--- src/ncdf_pkg.sv ---
// Shared constants, latencies and types of the normal density and distribution pipeline.
package ncdf_pkg;

   localparam int QB = 30;
   localparam logic [30:0] Q_ONE = 31'h4000_0000;
   localparam logic [29:0] Q_HALF = 30'h2000_0000;

   localparam logic [27:0] C_GAMMA = 28'd248723596;
   localparam logic [29:0] C_LN2 = 30'd744261118;
   localparam logic [28:0] C_INV_SQRT_2PI = 29'd428361012;
   localparam logic signed [32:0] C_A5 = 33'sd1428371292;

   localparam int POLY_ORDER = 5;
   localparam logic signed [32:0] POLY_ADD [0:POLY_ORDER-1] = '{
      -33'sd1955558716, 33'sd1912847369, -33'sd382857446, 33'sd342933307, 33'sd0};

   localparam int TAYLOR_TERMS = 13;
   localparam int LN2_QBITS = 6;
   localparam int RECIP_QBITS = 31;

   localparam int LAT_EXP = LN2_QBITS + 3 * TAYLOR_TERMS + 4;
   localparam int LAT_RECIP = RECIP_QBITS;
   localparam int LAT_POLY = 2 * POLY_ORDER + 1;

   typedef struct packed {
      logic [30:0] term;
      logic [30:0] sum;
      logic [29:0] r;
      logic [5:0]  n;
      logic        cut;
   } taylor_type;

endpackage

--- src/ncdf_recip.sv ---
// Pipelined restoring divider that forms k = round(2^60 / denom), one quotient bit per stage.
module ncdf_recip #(
   parameter int DW = 32
) (
   input  logic          clock,
   input  logic [DW-1:0] denom,
   output logic [30:0]   k
);

   localparam int NQ = ncdf_pkg::RECIP_QBITS;

   logic [DW-1:0] rem_ff [0:NQ-1];
   logic [DW-1:0] den_ff [0:NQ-1];
   logic [30:0]   low_ff [0:NQ-1];
   logic [30:0]   q_ff   [0:NQ-1];

   for (genvar j = 0; j < NQ; j++) begin : g_stage
      localparam int B = NQ - 1 - j;
      logic [DW-1:0] rem_src, den_src, rem_in;
      logic [30:0]   low_src, q_src, q_in;
      logic [DW:0]   sh;
      if (j == 0) begin : g_first
         assign rem_src = DW'(denom >> 32) + (DW'(1) << 29);
         assign den_src = denom;
         assign low_src = 31'(denom >> 1);
         assign q_src   = '0;
      end else begin : g_next
         assign rem_src = rem_ff[j-1];
         assign den_src = den_ff[j-1];
         assign low_src = low_ff[j-1];
         assign q_src   = q_ff[j-1];
      end
      always_comb begin
         sh     = {rem_src, low_src[B]};
         rem_in = DW'(sh);
         q_in   = q_src;
         if (sh >= {1'b0, den_src}) begin
            rem_in  = DW'(sh - {1'b0, den_src});
            q_in[B] = 1'b1;
         end
      end
      always_ff @(posedge clock) begin
         rem_ff[j] <= rem_in;
         den_ff[j] <= den_src;
         low_ff[j] <= low_src;
         q_ff[j]   <= q_in;
      end
   end

   assign k = q_ff[NQ-1];

endmodule

--- config.mk ---
export PLATFORM = sky130hd
export DESIGN_NAME = ncdf_recip
export DESIGN_NICKNAME = d
export VERILOG_FILES = /design/src/ncdf_pkg.sv /design/src/ncdf_recip.sv
export SDC_FILE = /design/constraint.sdc
export NUM_CORES = 2
export LEC_CHECK = 0
export ABC_CLOCK_PERIOD_IN_PS = 3500
export BUFFER_PORTS_ARGS = -buffer_cell sky130_fd_sc_hd__buf_4
export CAP_MARGIN = 30
export CORE_ASPECT_RATIO = 0.5
export CORE_UTILIZATION = 40
export CTS_CLUSTER_DIAMETER = 50
export CTS_CLUSTER_SIZE = 10
export DETAILED_ROUTE_END_ITERATION = 16
export PLACE_DENSITY = 0.68
export SLEW_MARGIN = 10
export SYNTH_ARGS = -nofsm -noshare
export SYNTH_HDL_FRONTEND = slang
export SYNTH_SLANG_ARGS = --single-unit
--- constraint.sdc ---
create_clock -name clock -period 3.5 [get_ports clock]
set_clock_uncertainty 0.1 [all_clocks]
set_input_delay 0.7 -clock clock [delete_from_list [all_inputs] [get_ports clock]]
set_output_delay 0.7 -clock clock [all_outputs]
set_load 0.1 [all_outputs]
==> metrics.md <==
| Metric | Value |
|---|---|
| Synth warn | `0` |
| Global-route wire length before repair | `428.8 mm` |
| Vias in the first global route | `86190` |
| Clock sinks | `2416` |
| Dpl hpwl | `211.6 mm` |
| Worst Path Buf+Inv | `3` |
| DR vias/cell | `5.126` |
| Antenna Cells | `0` |
| Placed instance area | `121100 um2` |
| Ranking of synthesized cells by area | `dfxtp_1 (44%), ha_1 (11%), a21oi_1 (4.6%)` |
| Critical path's top delay family | `compound AO/OA/AOI/OAI gates` |
| CP Data Required Time | `4.11 ns` |
| Layout cell share with drive strength beyond 1 | `0.1480` |
| First drt pass iteration count | `5` |
| Max Freq | `0.2905 GHz` |
| I/O Buffers | `63` |
| Most frequent CP cell | `buf_4` |
| Fill cell count | `25320` |
| PwrDens | `1089 nW/um2` |
| Portion of netlist area occupied by mux cells | `0.03913` |
| Wire length per cell | `16.53 um` |
| Asr flop ratio synth | `0` |
| Post-synth top area share | `0.4392` |
| TritonCTS clock tree | `yes` |
| Post-Synth Simple-Gate Area | `0.1115` |
| WS Path Type | `reg2reg` |
| Placed Cells | `16130` |
| Die Width | `744.0 um` |
| Starting Density | `0.4044` |
| Crit path max-delay cell type | `a2111o_1` |
| Hold Fails Final Rpt | `0` |
| Fin area | `130500 um2` |
| Leak Pwr | `60.87 nW` |
| Post-Layout Cell Count | `16520` |
| Complex-gate fraction of the synthesized area | `0.1797` |
| Rows | `135` |
| Rel. slew slack | `0.4755` |
| Pwr Total | `142.1 mW` |
| Clk buf depth | `4` |
| Syn nets | `12870` |
| Worst-case vdd ir drop | `0.4741 mV` |
| Yosys cell types | `92` |
| Sequential area share after synthesis | `0.4392` |
| Die Area | `277500 um2` |
| Fin util | `0.4792` |
| Worst-path fanout max | `3` |
| Clk Tree Root Cell | `clkbuf_16` |
| RSZ-0062 raised after global routing | `yes` |
| Critical path endpoint category | `flop` |
| Die H | `373.0 um` |
| Tmin final | `3.443 ns` |
| Gr ovfl total | `0` |
| Area grow syn2layout | `18.50%` |
| Flops & latches, synth | `2416` |
| I/O Pins | `64` |
| Fin. max-slew vios | `0` |
| Largest net degree at the start of global routing | `55` |
| Clk pin slew, worst setup/hold paths | `0.06 ns` |
| Final setup vio count | `0` |
| # H-tree levels | `5` |
| DR DRC count | `0` |
| Main combinational cell family by area after synthesis | `compound AO/OA/AOI/OAI gates` |
| Startpoint class of the critical path | `flop` |
| Area leader, netlist | `dfxtp_1` |
| Final WS setup | `0.05729 ns` |
| Total CTS buffers | `288` |
| Worst skew pair latency | `0.89 ns` |
| Max Cap Viol | `0` |
| Crit path largest cell delay | `0.38 ns` |
| Routability cong. | `0.9678` |
| Prevailing post-synth register cell | `dfxtp_1` |
| Hold Path Class | `reg2reg` |
| Mapped Cells | `11850` |
| Via count | `84670` |
| Initial drt markers | `4222` |
| Worst slack at placement | `-0.2647 ns` |
| # nets final | `13870` |
| Syn_area_per_cell | `9.293 um2` |
| Final period utilization | `0.9836` |
| Synth Area in Adders | `0.1146` |
| GRT Total Usage | `0.1884` |
| Outcome | `complete, no violations` |
| EDFF count, synth | `0` |
| Setup TNS | `0 ns` |
| Core box area | `272300 um2` |
| Crit path DAT | `4.05 ns` |
| Routed WL | `273.1 mm` |
| Cell area after synthesis | `110100 um2` |
| Post-synthesis xor/xnor area fraction | `0.06474` |
| Critical path, cell by cell | `inv_1, ha_1, buf_4, fa_1, nor2b_1, o31a_1, a2111o_1, a21oi_4, o31ai_4, o22ai_2, o21bai_1, buf_4, a221oi_1, xnor2_1, mux2_2` |
| Worst slew pin tran | `0.7669 ns` |
| Final ANT Viol Nets | `0` |
| Initial antenna violation count | `0` |
| WHS | `0.1886 ns` |
flip-flops by register name, indices dropped and copies added (netlist names):
signal,count
rem_ff,960
q_ff,496
low_ff,495
den_ff,465
worst register-to-register path: stages, from the launching register on:
cell and delay (ns):
dfxtp_1 0.31, inv_1 0.14, ha_1 0.23, buf_4 0.12, fa_1 0.19, nor2b_1 0.07, o31a_1 0.30, a2111o_1 0.38
a21oi_4 0.21, o31ai_4 0.08, o22ai_2 0.24, o21bai_1 0.10, buf_4 0.15, a221oi_1 0.29, xnor2_1 0.11, mux2_2 0.26
cell type report:
type | count | area, um2 | share of cell area
Clock buffer | 302 | 7395 | 0.05667
Clock inverter | 25 | 380.4 | 0.002915
Inverter | 1160 | 4354 | 0.03337
Multi-Input combinational cell | 7971 | 57180 | 0.4382
Sequential cell | 2416 | 48380 | 0.3708
Tap cell | 3630 | 4542 | 0.03481
Timing Repair Buffer | 1012 | 8262 | 0.06331
path summary, 6_finish.rpt:
kind | from | endpoint | cells past startpoint | slack (ns)
hold / removal | den_ff[1][361] | den_ff[1][393] | 0 | 0.19
setup / recovery | low_ff[0][419] | rem_ff[0][478] | 15 | 0.06
hold reg to reg | den_ff[1][361] | den_ff[1][393] | 0 | 0.19
setup reg to reg | low_ff[0][419] | rem_ff[0][478] | 15 | 0.06
repair_timing:
item	CTS	global route
resized for setup	44	197
pin swaps	10	59
hold buffers	32	0
buffers inserted	3	11
gates cloned	2	8
hold endpoints to repair	60	0
setup endpoints to repair	264	570
synth_stat cells, types with 37 or more instances:
master	count
a31oi_1	106
a21o_1	478
a21oi_1	1002
nand3_1	205
o21bai_1	108
nor2b_1	124
xor2_1	367
nor3_1	133
and2_1	56
o21ai_0	775
inv_1	1160
mux2_2	319
o31ai_1	72
a21boi_0	40
buf_2	46
dfxtp_1	2416
nor4_1	37
nand2_1	889
ha_1	962
o21a_1	130
and3_1	105
nand4_1	150
clkbuf_1	240
nand2b_1	115
a211oi_1	84
xnor2_1	447
nor2_1	647
kinds of logic after synthesis:
family | Yosys count
and+or+nand+nor | 2610
adders and majority gates | 991
xor gates and xnor gates | 814
DFF | 2416
muxes | 378
AOI/OAI and AO/OA | 3178
buffers and inverters | 1462
power by group:
group	internal, mW	switching (mW)
Combinational	34.9	39.6
Sequential	37.0	4.51
Clock	15.1	11.1
cells in the final DEF, fill, tap and decap left out, types with 319 or more instances in the layout:
cell type	n
dfxtp_1	2406
ha_1	953
buf_4	931
xnor2_1	447
nor2_1	636
a21oi_1	975
inv_1	1157
nand2_1	889
mux2_2	319
a21o_1	478
o21ai_0	749
xor2_1	367
layer usage:
metal | wire length [um] | global-route usage
met4 | 17760 | 0.1116
met1 | 103300 | 0.1873
met2 | 143700 | 0.3695
met3 | 8327 | 0.02498
met5 | 0 | 0
No activity file was read; power rests on OpenSTA's default activity.
